===== config.mk =====
export PLATFORM = sky130hd
export DESIGN_NAME = i2c_master_bit_sequencer_core
export DESIGN_NICKNAME = d
export VERILOG_FILES = /design/src/rtl/core/i2cmbs_pkg.sv /design/src/rtl/core/i2c_master_bit_sequencer_core.sv /design/src/rtl/core/i2cmbs_front.sv /design/src/rtl/core/i2cmbs_back.sv
export SDC_FILE = /design/constraint.sdc
export NUM_CORES = 1
export LEC_CHECK = 0
export BUFFER_PORTS_ARGS = -buffer_cell sky130_fd_sc_hd__buf_2
export CORE_MARGIN = 2
export CORE_UTILIZATION = 55
export DETAILED_ROUTE_END_ITERATION = 12
export GPL_ROUTABILITY_DRIVEN = 0
export PLACE_DENSITY = 0.86
export SLEW_MARGIN = 20
export SYNTH_ARGS = -nofsm -noshare
export SYNTH_HDL_FRONTEND = slang
export SYNTH_HIERARCHICAL = 1
export SYNTH_SLANG_ARGS = --single-unit

===== constraint.sdc =====
create_clock -name aclk -period 6.8 [get_ports aclk]
set_input_delay 0.34 -clock aclk [delete_from_list [all_inputs] [get_ports aclk]]
set_output_delay 0.34 -clock aclk [all_outputs]
set_load 0.02 [all_outputs]

===== src/rtl/core/i2cmbs_pkg.sv =====
package i2cmbs_pkg;

    localparam int BYTE_BITS       = 8;
    localparam int BUS_CLEAR_TRIES = 3;
    localparam int QUEUE_DEPTH     = 2;

    localparam int FUNC_W  = 3;
    localparam int PHASE_W = 3;
    localparam int COUNT_W = 4;
    localparam int RETRY_W = 2;

    // func codes; OP_IDLE doubles as the tick code on the input side
    typedef enum logic [FUNC_W-1:0] {
        OP_IDLE  = 3'd0,
        OP_START = 3'd1,
        OP_STOP  = 3'd2,
        OP_WRITE = 3'd3,
        OP_READ  = 3'd4,
        OP_ACK   = 3'd5,
        OP_NACK  = 3'd6,
        OP_WAIT  = 3'd7
    } op_t;

    // classified input item as it sits in the queue
    typedef struct packed {
        logic                 is_cmd;
        op_t                  op;
        logic [BYTE_BITS-1:0] tx_byte;
        logic                 sda_in;
    } item_t;

    typedef struct packed {
        logic                 rejected;
        logic [BYTE_BITS-1:0] rx_byte;
        logic                 ok;
        logic                 done_res;
        logic                 sda_level;
        logic                 scl_level;
    } result_t;

endpackage


===== src/rtl/core/i2c_master_bit_sequencer_core.sv =====
// I2C master pin sequencer. Send one command (s_tuser = start, stop, write,
// read, ack, nack or wait-ack) while idle, then one tick item (s_tuser = 0)
// per bus delay point with the sampled SDA level in s_tdata[8]. Every input
// item returns exactly one result item carrying the SCL/SDA levels to drive,
// and on the finishing tick done, ok and the received byte. Commands sent
// while busy come back flagged rejected and are otherwise ignored. The block
// sustains one item per clock while m_tready is high: a two-entry input queue
// feeds a sequencer that retires one item per cycle into an output register,
// and a result waiting with m_tready low stalls the sequencer. Each result
// item is registered: its input passes the queue slot, then the output register.
module i2c_master_bit_sequencer_core
    import i2cmbs_pkg::*;
#(
    parameter int QUEUE_DEPTH = i2cmbs_pkg::QUEUE_DEPTH
) (
    input  logic        aclk,
    input  logic        aresetn,
    input  logic        s_tvalid,
    output logic        s_tready,
    input  logic [15:0] s_tdata,  // [7:0] tx_byte, [8] sda_in, [15:9] zero
    input  logic [2:0]  s_tuser,  // [2:0] func
    output logic        m_tvalid,
    input  logic        m_tready,
    output logic [15:0] m_tdata   // [0] scl_level, [1] sda_level, [2] done_res,
                                  // [3] ok, [11:4] rx_byte, [12] rejected,
                                  // [15:13] zero
);

    logic    q_valid;
    logic    q_pop;
    item_t   q_item;
    result_t result;

    i2cmbs_front #(
        .QUEUE_DEPTH (QUEUE_DEPTH)
    ) u_front (
        .aclk      (aclk),
        .aresetn   (aresetn),
        .s_tvalid  (s_tvalid),
        .s_tready  (s_tready),
        .s_func    (s_tuser),
        .s_tx_byte (s_tdata[7:0]),
        .s_sda_in  (s_tdata[8]),
        .q_valid   (q_valid),
        .q_item    (q_item),
        .q_pop     (q_pop)
    );

    i2cmbs_back u_back (
        .aclk     (aclk),
        .aresetn  (aresetn),
        .q_valid  (q_valid),
        .q_item   (q_item),
        .q_pop    (q_pop),
        .m_tvalid (m_tvalid),
        .m_tready (m_tready),
        .m_result (result)
    );

    assign m_tdata = {3'b000, result.rejected, result.rx_byte, result.ok,
                      result.done_res, result.sda_level, result.scl_level};

endmodule


===== src/rtl/core/i2cmbs_front.sv =====
module i2cmbs_front
    import i2cmbs_pkg::*;
#(
    parameter int QUEUE_DEPTH = i2cmbs_pkg::QUEUE_DEPTH
) (
    input  logic                 aclk,
    input  logic                 aresetn,
    input  logic                 s_tvalid,
    output logic                 s_tready,
    input  logic [FUNC_W-1:0]    s_func,
    input  logic [BYTE_BITS-1:0] s_tx_byte,
    input  logic                 s_sda_in,
    output logic                 q_valid,
    output item_t                q_item,
    input  logic                 q_pop
);

    localparam int PTR_W = (QUEUE_DEPTH > 1) ? $clog2(QUEUE_DEPTH) : 1;
    localparam int CNT_W = $clog2(QUEUE_DEPTH + 1);
    localparam logic [PTR_W-1:0] PTR_LAST = PTR_W'(QUEUE_DEPTH - 1);
    localparam logic [CNT_W-1:0] CNT_FULL = CNT_W'(QUEUE_DEPTH);

    item_t            slot_reg [QUEUE_DEPTH];
    logic [PTR_W-1:0] wr_ptr_reg, wr_ptr_next;
    logic [PTR_W-1:0] rd_ptr_reg, rd_ptr_next;
    logic [CNT_W-1:0] count_reg, count_next;
    item_t            in_item;
    logic             push;
    logic             pop;

    always_comb begin
        in_item.is_cmd  = (s_func != OP_IDLE);
        in_item.op      = op_t'(s_func);
        in_item.tx_byte = s_tx_byte;
        in_item.sda_in  = s_sda_in;
    end

    assign s_tready = (count_reg != CNT_FULL);
    assign q_valid  = (count_reg != '0);
    assign q_item   = slot_reg[rd_ptr_reg];
    assign push     = s_tvalid && s_tready;
    assign pop      = q_pop && q_valid;

    always_comb begin
        wr_ptr_next = wr_ptr_reg;
        rd_ptr_next = rd_ptr_reg;
        count_next  = count_reg;
        if (push) begin
            wr_ptr_next = (wr_ptr_reg == PTR_LAST) ? '0 : wr_ptr_reg + 1'b1;
        end
        if (pop) begin
            rd_ptr_next = (rd_ptr_reg == PTR_LAST) ? '0 : rd_ptr_reg + 1'b1;
        end
        if (push && !pop) begin
            count_next = count_reg + 1'b1;
        end else if (pop && !push) begin
            count_next = count_reg - 1'b1;
        end
    end

    always_ff @(posedge aclk) begin
        if (!aresetn) begin
            wr_ptr_reg <= '0;
            rd_ptr_reg <= '0;
            count_reg  <= '0;
        end else begin
            wr_ptr_reg <= wr_ptr_next;
            rd_ptr_reg <= rd_ptr_next;
            count_reg  <= count_next;
        end
    end

    always_ff @(posedge aclk) begin
        if (push) begin
            slot_reg[wr_ptr_reg] <= in_item;
        end
    end

endmodule


===== src/rtl/core/i2cmbs_back.sv =====
module i2cmbs_back
    import i2cmbs_pkg::*;
(
    input  logic    aclk,
    input  logic    aresetn,
    input  logic    q_valid,
    input  item_t   q_item,
    output logic    q_pop,
    output logic    m_tvalid,
    input  logic    m_tready,
    output result_t m_result
);

    localparam logic [COUNT_W-1:0] BITS_END  = COUNT_W'(BYTE_BITS);
    localparam logic [RETRY_W-1:0] RETRY_MAX = RETRY_W'(BUS_CLEAR_TRIES);

    op_t                  op_reg, op_next;
    logic [PHASE_W-1:0]   phase_reg, phase_next;
    logic [COUNT_W-1:0]   bit_cnt_reg, bit_cnt_next;
    logic [BYTE_BITS-1:0] shift_reg, shift_next;
    logic [RETRY_W-1:0]   retry_reg, retry_next;
    logic                 scl_reg, scl_next;
    logic                 sda_reg, sda_next;
    logic                 m_valid_reg;
    result_t              res_reg, res_next;
    logic                 step_done;
    logic                 step_ok;
    logic                 step_rej;

    // a new item may enter whenever the output slot is free or draining
    assign q_pop    = q_valid && (!m_valid_reg || m_tready);
    assign m_tvalid = m_valid_reg;
    assign m_result = res_reg;

    // next state
    always_comb begin
        op_next      = op_reg;
        phase_next   = phase_reg;
        bit_cnt_next = bit_cnt_reg;
        shift_next   = shift_reg;
        retry_next   = retry_reg;
        scl_next     = scl_reg;
        sda_next     = sda_reg;
        step_done    = 1'b0;
        step_ok      = 1'b1;
        step_rej     = 1'b0;
        if (q_pop) begin
            if (q_item.is_cmd) begin
                if (op_reg == OP_IDLE) begin
                    op_next      = q_item.op;
                    phase_next   = '0;
                    bit_cnt_next = '0;
                    retry_next   = '0;
                    shift_next   = '0;
                    case (q_item.op)
                        OP_START: sda_next = 1'b1;
                        OP_STOP:  sda_next = 1'b0;
                        OP_WRITE: begin
                            scl_next   = 1'b0;
                            shift_next = q_item.tx_byte;
                        end
                        OP_READ: begin
                            sda_next = 1'b1;
                            scl_next = 1'b0;
                        end
                        OP_ACK:   sda_next = 1'b0;
                        OP_NACK:  sda_next = 1'b1;
                        default:  scl_next = 1'b0;
                    endcase
                end else begin
                    step_rej = 1'b1;
                end
            end else begin
                case (op_reg)
                    OP_START: begin
                        if (phase_reg == 3'd0) begin
                            if (!q_item.sda_in && retry_reg < RETRY_MAX) begin
                                retry_next = retry_reg + 1'b1;
                            end else begin
                                scl_next   = 1'b1;
                                phase_next = 3'd1;
                            end
                        end else if (phase_reg == 3'd1) begin
                            if (!q_item.sda_in) begin
                                step_ok   = 1'b0;
                                step_done = 1'b1;
                            end else begin
                                sda_next   = 1'b0;
                                phase_next = 3'd2;
                            end
                        end else begin
                            step_done = 1'b1;
                            if (q_item.sda_in) begin
                                step_ok = 1'b0;
                            end else begin
                                scl_next = 1'b0;
                            end
                        end
                    end
                    OP_STOP: begin
                        case (phase_reg)
                            3'd0: begin
                                scl_next   = 1'b0;
                                phase_next = 3'd1;
                            end
                            3'd1: begin
                                scl_next   = 1'b1;
                                phase_next = 3'd2;
                            end
                            3'd2: begin
                                sda_next   = 1'b1;
                                phase_next = 3'd3;
                            end
                            3'd3: begin
                                // bus-clear pulse while a slave still holds SDA
                                if (!q_item.sda_in && retry_reg < RETRY_MAX) begin
                                    retry_next = retry_reg + 1'b1;
                                    scl_next   = 1'b0;
                                    phase_next = 3'd4;
                                end else begin
                                    step_done = 1'b1;
                                end
                            end
                            default: begin
                                scl_next   = 1'b1;
                                phase_next = 3'd3;
                            end
                        endcase
                    end
                    OP_WRITE: begin
                        if (phase_reg == 3'd0) begin
                            sda_next   = shift_reg[BYTE_BITS-1];
                            shift_next = {shift_reg[BYTE_BITS-2:0], 1'b0};
                            phase_next = 3'd1;
                        end else if (phase_reg == 3'd1) begin
                            scl_next   = 1'b1;
                            phase_next = 3'd2;
                        end else begin
                            bit_cnt_next = bit_cnt_reg + 1'b1;
                            scl_next     = 1'b0;
                            if (bit_cnt_next < BITS_END) begin
                                phase_next = 3'd0;
                            end else begin
                                step_done = 1'b1;
                            end
                        end
                    end
                    OP_READ: begin
                        if (phase_reg == 3'd0) begin
                            scl_next   = 1'b1;
                            phase_next = 3'd1;
                        end else begin
                            shift_next   = {shift_reg[BYTE_BITS-2:0], q_item.sda_in};
                            bit_cnt_next = bit_cnt_reg + 1'b1;
                            scl_next     = 1'b0;
                            if (bit_cnt_next < BITS_END) begin
                                phase_next = 3'd0;
                            end else begin
                                step_done = 1'b1;
                            end
                        end
                    end
                    OP_ACK, OP_NACK: begin
                        case (phase_reg)
                            3'd0: begin
                                scl_next   = 1'b0;
                                phase_next = 3'd1;
                            end
                            3'd1: begin
                                scl_next   = 1'b1;
                                phase_next = 3'd2;
                            end
                            3'd2: begin
                                scl_next   = 1'b0;
                                phase_next = 3'd3;
                            end
                            default: step_done = 1'b1;
                        endcase
                    end
                    OP_WAIT: begin
                        if (phase_reg == 3'd0) begin
                            sda_next   = 1'b1;
                            phase_next = 3'd1;
                        end else if (phase_reg == 3'd1) begin
                            scl_next   = 1'b1;
                            phase_next = 3'd2;
                        end else begin
                            scl_next  = 1'b0;
                            step_ok   = !q_item.sda_in;
                            step_done = 1'b1;
                        end
                    end
                    default: ; // tick while idle: nothing moves
                endcase
                if (step_done) begin
                    op_next    = OP_IDLE;
                    phase_next = '0;
                end
            end
        end
    end

    // result fields
    always_comb begin
        res_next.scl_level = scl_next;
        res_next.sda_level = sda_next;
        res_next.done_res  = step_done;
        res_next.ok        = step_done && step_ok;
        res_next.rx_byte   = (step_done && op_reg == OP_READ) ? shift_next : '0;
        res_next.rejected  = step_rej;
    end

    always_ff @(posedge aclk) begin
        if (!aresetn) begin
            op_reg      <= OP_IDLE;
            phase_reg   <= '0;
            bit_cnt_reg <= '0;
            shift_reg   <= '0;
            retry_reg   <= '0;
            scl_reg     <= 1'b1;
            sda_reg     <= 1'b1;
            m_valid_reg <= 1'b0;
        end else begin
            op_reg      <= op_next;
            phase_reg   <= phase_next;
            bit_cnt_reg <= bit_cnt_next;
            shift_reg   <= shift_next;
            retry_reg   <= retry_next;
            scl_reg     <= scl_next;
            sda_reg     <= sda_next;
            if (q_pop) begin
                m_valid_reg <= 1'b1;
            end else if (m_tready) begin
                m_valid_reg <= 1'b0;
            end
        end
    end

    always_ff @(posedge aclk) begin
        if (q_pop) begin
            res_reg <= res_next;
        end
    end

    a_reject_keeps_state: assert property (@(posedge aclk) disable iff (!aresetn)
        (q_pop && q_item.is_cmd && op_reg != OP_IDLE)
            |=> ($stable(op_reg) && $stable(phase_reg) && $stable(shift_reg)))
        else $error("rejected command changed sequencer state");

    a_done_to_idle: assert property (@(posedge aclk) disable iff (!aresetn)
        (q_pop && step_done) |=> (op_reg == OP_IDLE && phase_reg == '0))
        else $error("sequencer not idle after done");

    a_bit_count_range: assert property (@(posedge aclk) disable iff (!aresetn)
        bit_cnt_reg <= BITS_END)
        else $error("bit count beyond byte length");

    a_done_not_rejected: assert property (@(posedge aclk) disable iff (!aresetn)
        m_valid_reg |-> !(res_reg.done_res && res_reg.rejected))
        else $error("result flagged both done and rejected");

    a_idle_tick_no_done: assert property (@(posedge aclk) disable iff (!aresetn)
        (q_pop && !q_item.is_cmd && op_reg == OP_IDLE) |-> !step_done)
        else $error("idle tick produced done");

endmodule

Yosys cells after proc, flatten, opt, wreduce, memory -nomap -nowiden
Memories as Yosys holds them, arrays and structs flattened. A register that Yosys moved wholly into a read port is not among the register bits.
Cells that the tools add are included.
- add/subtract/negate cells: 6
- equal/unequal tests: 29
- order comparisons: 2
- reductions and logical operators: 34
- mux-type cells: 101
- operators by type and width (kind ; number):
    $mux W1 ; 53
    $mux W3 ; 17
    $mux W8 ; 6
    $eq A3 B3 Y1 const B ; 7
    $mux W4 ; 5
    $eq A3 B2 Y1 const B ; 6
    $pmux W3 S3 ; 2
    $pmux W3 S6 ; 1
    $pmux W8 S2 ; 1
    $ne A5 B2 Y1 const B ; 3
    $mux W2 ; 7
    $eq A3 B1 Y1 const B ; 3
    $ne A3 B3 Y1 const B ; 3
    $reduce_and A9 Y1 ; 1
    $reduce_bool A3 Y1 ; 3
    $logic_and A1 B1 Y1 ; 8
    $pmux W4 S2 ; 1
    $reduce_bool A2 Y1 ; 4
    $reduce_bool A8 Y1 ; 1
    $reduce_or A2 Y1 ; 4
    $logic_not A3 Y1 ; 2
    $ne A3 B2 Y1 const B ; 2
    $ne A6 B2 Y1 const B ; 1
    $pmux W1 S2 ; 3
    22 further kinds ; 28
- memory bits (writable): 26
- word-level logic and storage cells: 190
- register bits after elaboration: 40
- memories kept: 1
- input bits: 23
- memories (name ; depth ; width ; read ports ; clocked after memory_dff ; wr ports ; line ; source):
    u_front.slot_reg ; 2 ; 13 ; 1 ; 1 ; 1 ; i2cmbs_front.sv:23 ; item_t slot_reg [QUEUE_DEPTH];

Depth between registers and ports, before layout
- depth in word-level cells: 11
- gate-level depth with buffers: 9
- gate-level depth less buffers: 8

Cells and area by module
The synthesis kept the hierarchy.
- modules (own cells, without submodules) (module ; cells each ; instances ; seq. area each (um^2) ; area an instance (um^2)):
    i2cmbs_back ; 286 ; 1 ; 850.8 ; 2416.1
    i2cmbs_front ; 65 ; 1 ; 880.8 ; 1181.1
    i2c_master_bit_sequencer_core ; 4 ; 1 ; 0.0 ; 26.3

Worst setup path before layout
No wires, ideal clock.
- path type: register to register
- start: register u_front.count_reg[1]
- end: register u_back.res_reg, in the netlist u_back/m_result[9] (data pin)
- cell stages (with the launch flop): 8
- period minus slack after synthesis: 2.413 ns
- library setup time: 0.266 ns
- arrival: 2.147 ns
- data required time: 6.534 ns
- slack: 4.387 ns
- cell sequence: dfxtp_1 -> or2_2 -> nand2_1 -> clkinv_1 -> and3_1 -> buf_2 -> a221oi_1 -> nor2_1
- word-level cells in the longest chain between the ends: 4
- elaborated cells between the ends (all ways): 5
- classes of those cells: mux (2); reduce/logical (3)
- ends and longest elaborated chain (item ; line ; source):
    start: declaration ; i2cmbs_front.sv:26 ; logic [CNT_W-1:0] count_reg, count_next;
    start signal: assignment ; i2cmbs_front.sv:69 ; count_reg <= count_next;
    $reduce_bool A2 Y1 * ; i2cmbs_front.sv:39 ; assign q_valid = (count_reg != '0);
    named net q_valid ; i2c_master_bit_sequencer_core.sv:29 ; logic q_valid;
    $logic_and A1 B1 Y1 * ; i2cmbs_back.sv:31 ; assign q_pop = q_valid && (!m_valid_reg || m_tready);
    named net q_pop ; i2c_master_bit_sequencer_core.sv:30 ; logic q_pop;
    $mux W1 ; i2cmbs_back.sv:47 ; if (q_pop) begin
    $logic_and A1 B1 Y1 ; i2cmbs_back.sv:209 ; res_next.rx_byte = (step_done && op_reg == OP_READ) ? shift_next : '0;
    end signal: assignment ; i2cmbs_back.sv:241 ; res_reg <= res_next;
    end: declaration ; i2cmbs_back.sv:25 ; result_t res_reg, res_next;
The timed path passes the listed nets; every way through them passes the cells marked *.
A chain may end at the register's enable or synchronous reset.

Final worst setup path
Same ends and word-level chain as after synthesis.

==> impl_metrics.env <==
export IMPL_worst_slew_pin_slew_ns=0.895
export IMPL_synth_warnings=6
export IMPL_grt_start_max_net_pins=30
export IMPL_drt_initial_drc_count=426
export IMPL_async_reset_ff_share_pct=0
export IMPL_cts_tree="yes"
export IMPL_rsz0062_at_grt="no"
export IMPL_synth_cell_type_count=71
export IMPL_fillers=498
export IMPL_setup_violations=0
export IMPL_die_area_um2=7250
export IMPL_required_ns=6.89
export IMPL_detail_route_drc_violations=0
export IMPL_ioPinCount=41
export IMPL_grt_pass1_vias=2682
export IMPL_hold_class="in2reg"
export IMPL_synth_area_leader_cell="edfxtp_1"
export IMPL_total_power_uw=1530
export IMPL_postCtsSetupBuffers=0
export IMPL_ys_top_cells_by_area="edfxtp_1 (32%), dfxtp_1 (15%), mux2_2 (4.4%)"
export IMPL_die_h_um=85.2
export IMPL_p_leak_uw=0.00139
export IMPL_cp_end_kind="register"
export IMPL_cts_buffer_depth=2
export IMPL_vias=2914
export IMPL_cp_max_fo=23
export IMPL_cts_sinks=67
export IMPL_drtPass1Iterations=5
export IMPL_r2r_slack_ns=3.74
export IMPL_die_w_um=85.2
export IMPL_numCtsBuffers=9
export IMPL_nNetsFinal=402
export IMPL_wl_per_cell_um=17.1
export IMPL_synth_top_area_share_pct=32.3
export IMPL_rows=29
export IMPL_syn_area_um2=3620
export IMPL_hold_viol_final=0
export IMPL_cts_hold_buf=0
export IMPL_ir_worst_vdd_v=0.000313
export IMPL_tns_ns=0
export IMPL_totalWireLength_um=7800
export IMPL_routed_via_density=6.39
export IMPL_synth_avg_cell_area_um2=10.2
export IMPL_multi_input_area_um2=1690
export IMPL_layout_drive_gt1_share_pct=20.6
export IMPL_ys_seq_area_share_pct=47.8
export IMPL_period_needed_ns=3.06
export IMPL_clk_latency_ns=0.34
export IMPL_antenna_found_initial=0
export IMPL_syn2layout_area_growth_pct=7.87
export IMPL_start_kind="register"
export IMPL_finalCritPeriodShare_pct=45.0
export IMPL_synthCells=355
export IMPL_whs_ns=0.179
export IMPL_cp_data_arrival_time_ns=3.15
export IMPL_synth_common_cells="nor2_1 (40), edfxtp_1 (39), dfxtp_1 (28)"
export IMPL_core_um2=6350
export IMPL_slew_headroom_pct=40.2
export IMPL_max_cap_viol_count=0
export IMPL_cts_root_buffer="clkbuf_8"
export IMPL_ant_nets=0
export IMPL_power_density_nw_per_um2=393
export IMPL_htreeDepth=3
export IMPL_globalRouteOverflowTotal=0
export IMPL_utilization_pct=61.6
export IMPL_crit_type="reg2reg"
export IMPL_clk_pin_slew_worst_paths_ns=0.08
export IMPL_status="finished, final reports clean"
export IMPL_post_cts_resized=0
export IMPL_regArea_um2=1730
export IMPL_start_util_pct=57.1
export IMPL_skew_ns=0.0131
export IMPL_grt_pass1_wl_um=12700
export IMPL_io_buffers=30
export IMPL_synth_edf_count=39
export IMPL_ys_ff_latch=67
export IMPL_slew_viol_final=0
export IMPL_num_antenna_cells=0
export IMPL_synth_ff_type="edfxtp_1"
export IMPL_grt_usage_pct=22.2
export IMPL_synth_most_common_cell="nor2_1"
export IMPL_timing_fmax_mhz=327
export IMPL_largest_reg_flops=26
export IMPL_dp_hpwl_um=5130
## per-layer routing
metal	GRT usage, %	wire length [um]
met5	0	0
met4	10.7	271
met3	5.54	635
met2	35.7	3740
met1	28.1	3150
## cell type report
cell class / instances / area share, %
tap: 77 / 2.46
clock inverter: 6 / 1.73
sequential: 67 / 44.3
clock buffer: 10 / 3.27
multi-input combinational: 255 / 43.3
inverter: 11 / 1.06
timing repair buffer: 30 / 3.84
## cells by family after synthesis
kind of cell,count (synthesis),share of synthesized area [%]
adder cells (fa/ha/maj),5,1.73
AO/OA/AOI/OAI,96,18.9
AND/OR/NAND/NOR,126,18.7
flip-flops,67,47.8
buffers and inverters,35,5.66
multiplexers,18,5.46
other,1,0.103
XOR/XNOR,7,1.69
## layout by cell type (no fill, tap or decap), types with 6 or more instances in the layout
master,n
edfxtp_1,39
a21oi_1,27
nand2_1,17
and2_1,7
buf_2,30
nand2b_1,6
nor3_1,12
dfxtp_1,28
o22ai_1,6
inv_1,7
clkbuf_8,9
o21ai_0,12
mux2_2,14
or3_1,6
nand3_1,11
a22oi_1,6
nor2_1,40
## critical path, cell delays in order, from the launching register on
cell,delay (ns)
dfxtp_1,0.36
or2_2,0.33
nand2_1,0.25
clkinv_1,0.77
and3_1,0.59
a221oi_1,0.42
nor2_1,0.09
## per-stage QoR
| stage | instances | setup slack (ns) | cell area, um^2 |
|---|---|---|---|
| floorplan | 357 | 4.39 | 3630 |
| global placement | 440 | 3.90 | 3710 |
| detailed placement | 440 | 3.82 | 3710 |
| CTS | 456 | 3.82 | 3910 |
| global route | 456 | 3.54 | 3910 |
| finish | 456 | 3.74 | 3910 |
## power breakdown
part           internal (uW)  leakage, uW  switching, uW
clock network            170    0.0000925            152
registers                529     0.000594           91.4
logic                    236     0.000705            357
total                    934      0.00139            600
## path summary, 6_finish.rpt
kind / startpoint / end / cells past startpoint
max: u_front/count_reg[1]$_SDFFE_PN0P_ / u_back/m_result[9]$_SDFFCE_PN0P_ / 6
min: s_tdata[3] / u_front/slot_reg[0][4]$_DFFE_PP_ / 1
max reg2reg: u_front/count_reg[1]$_SDFFE_PN0P_ / u_back/m_result[9]$_SDFFCE_PN0P_ / 6
min reg2reg: u_back/retry_reg[1]$_SDFFE_PN0P_ / u_back/retry_reg[1]$_SDFFE_PN0P_ / 2
Power figures use the tool's default switching activity.
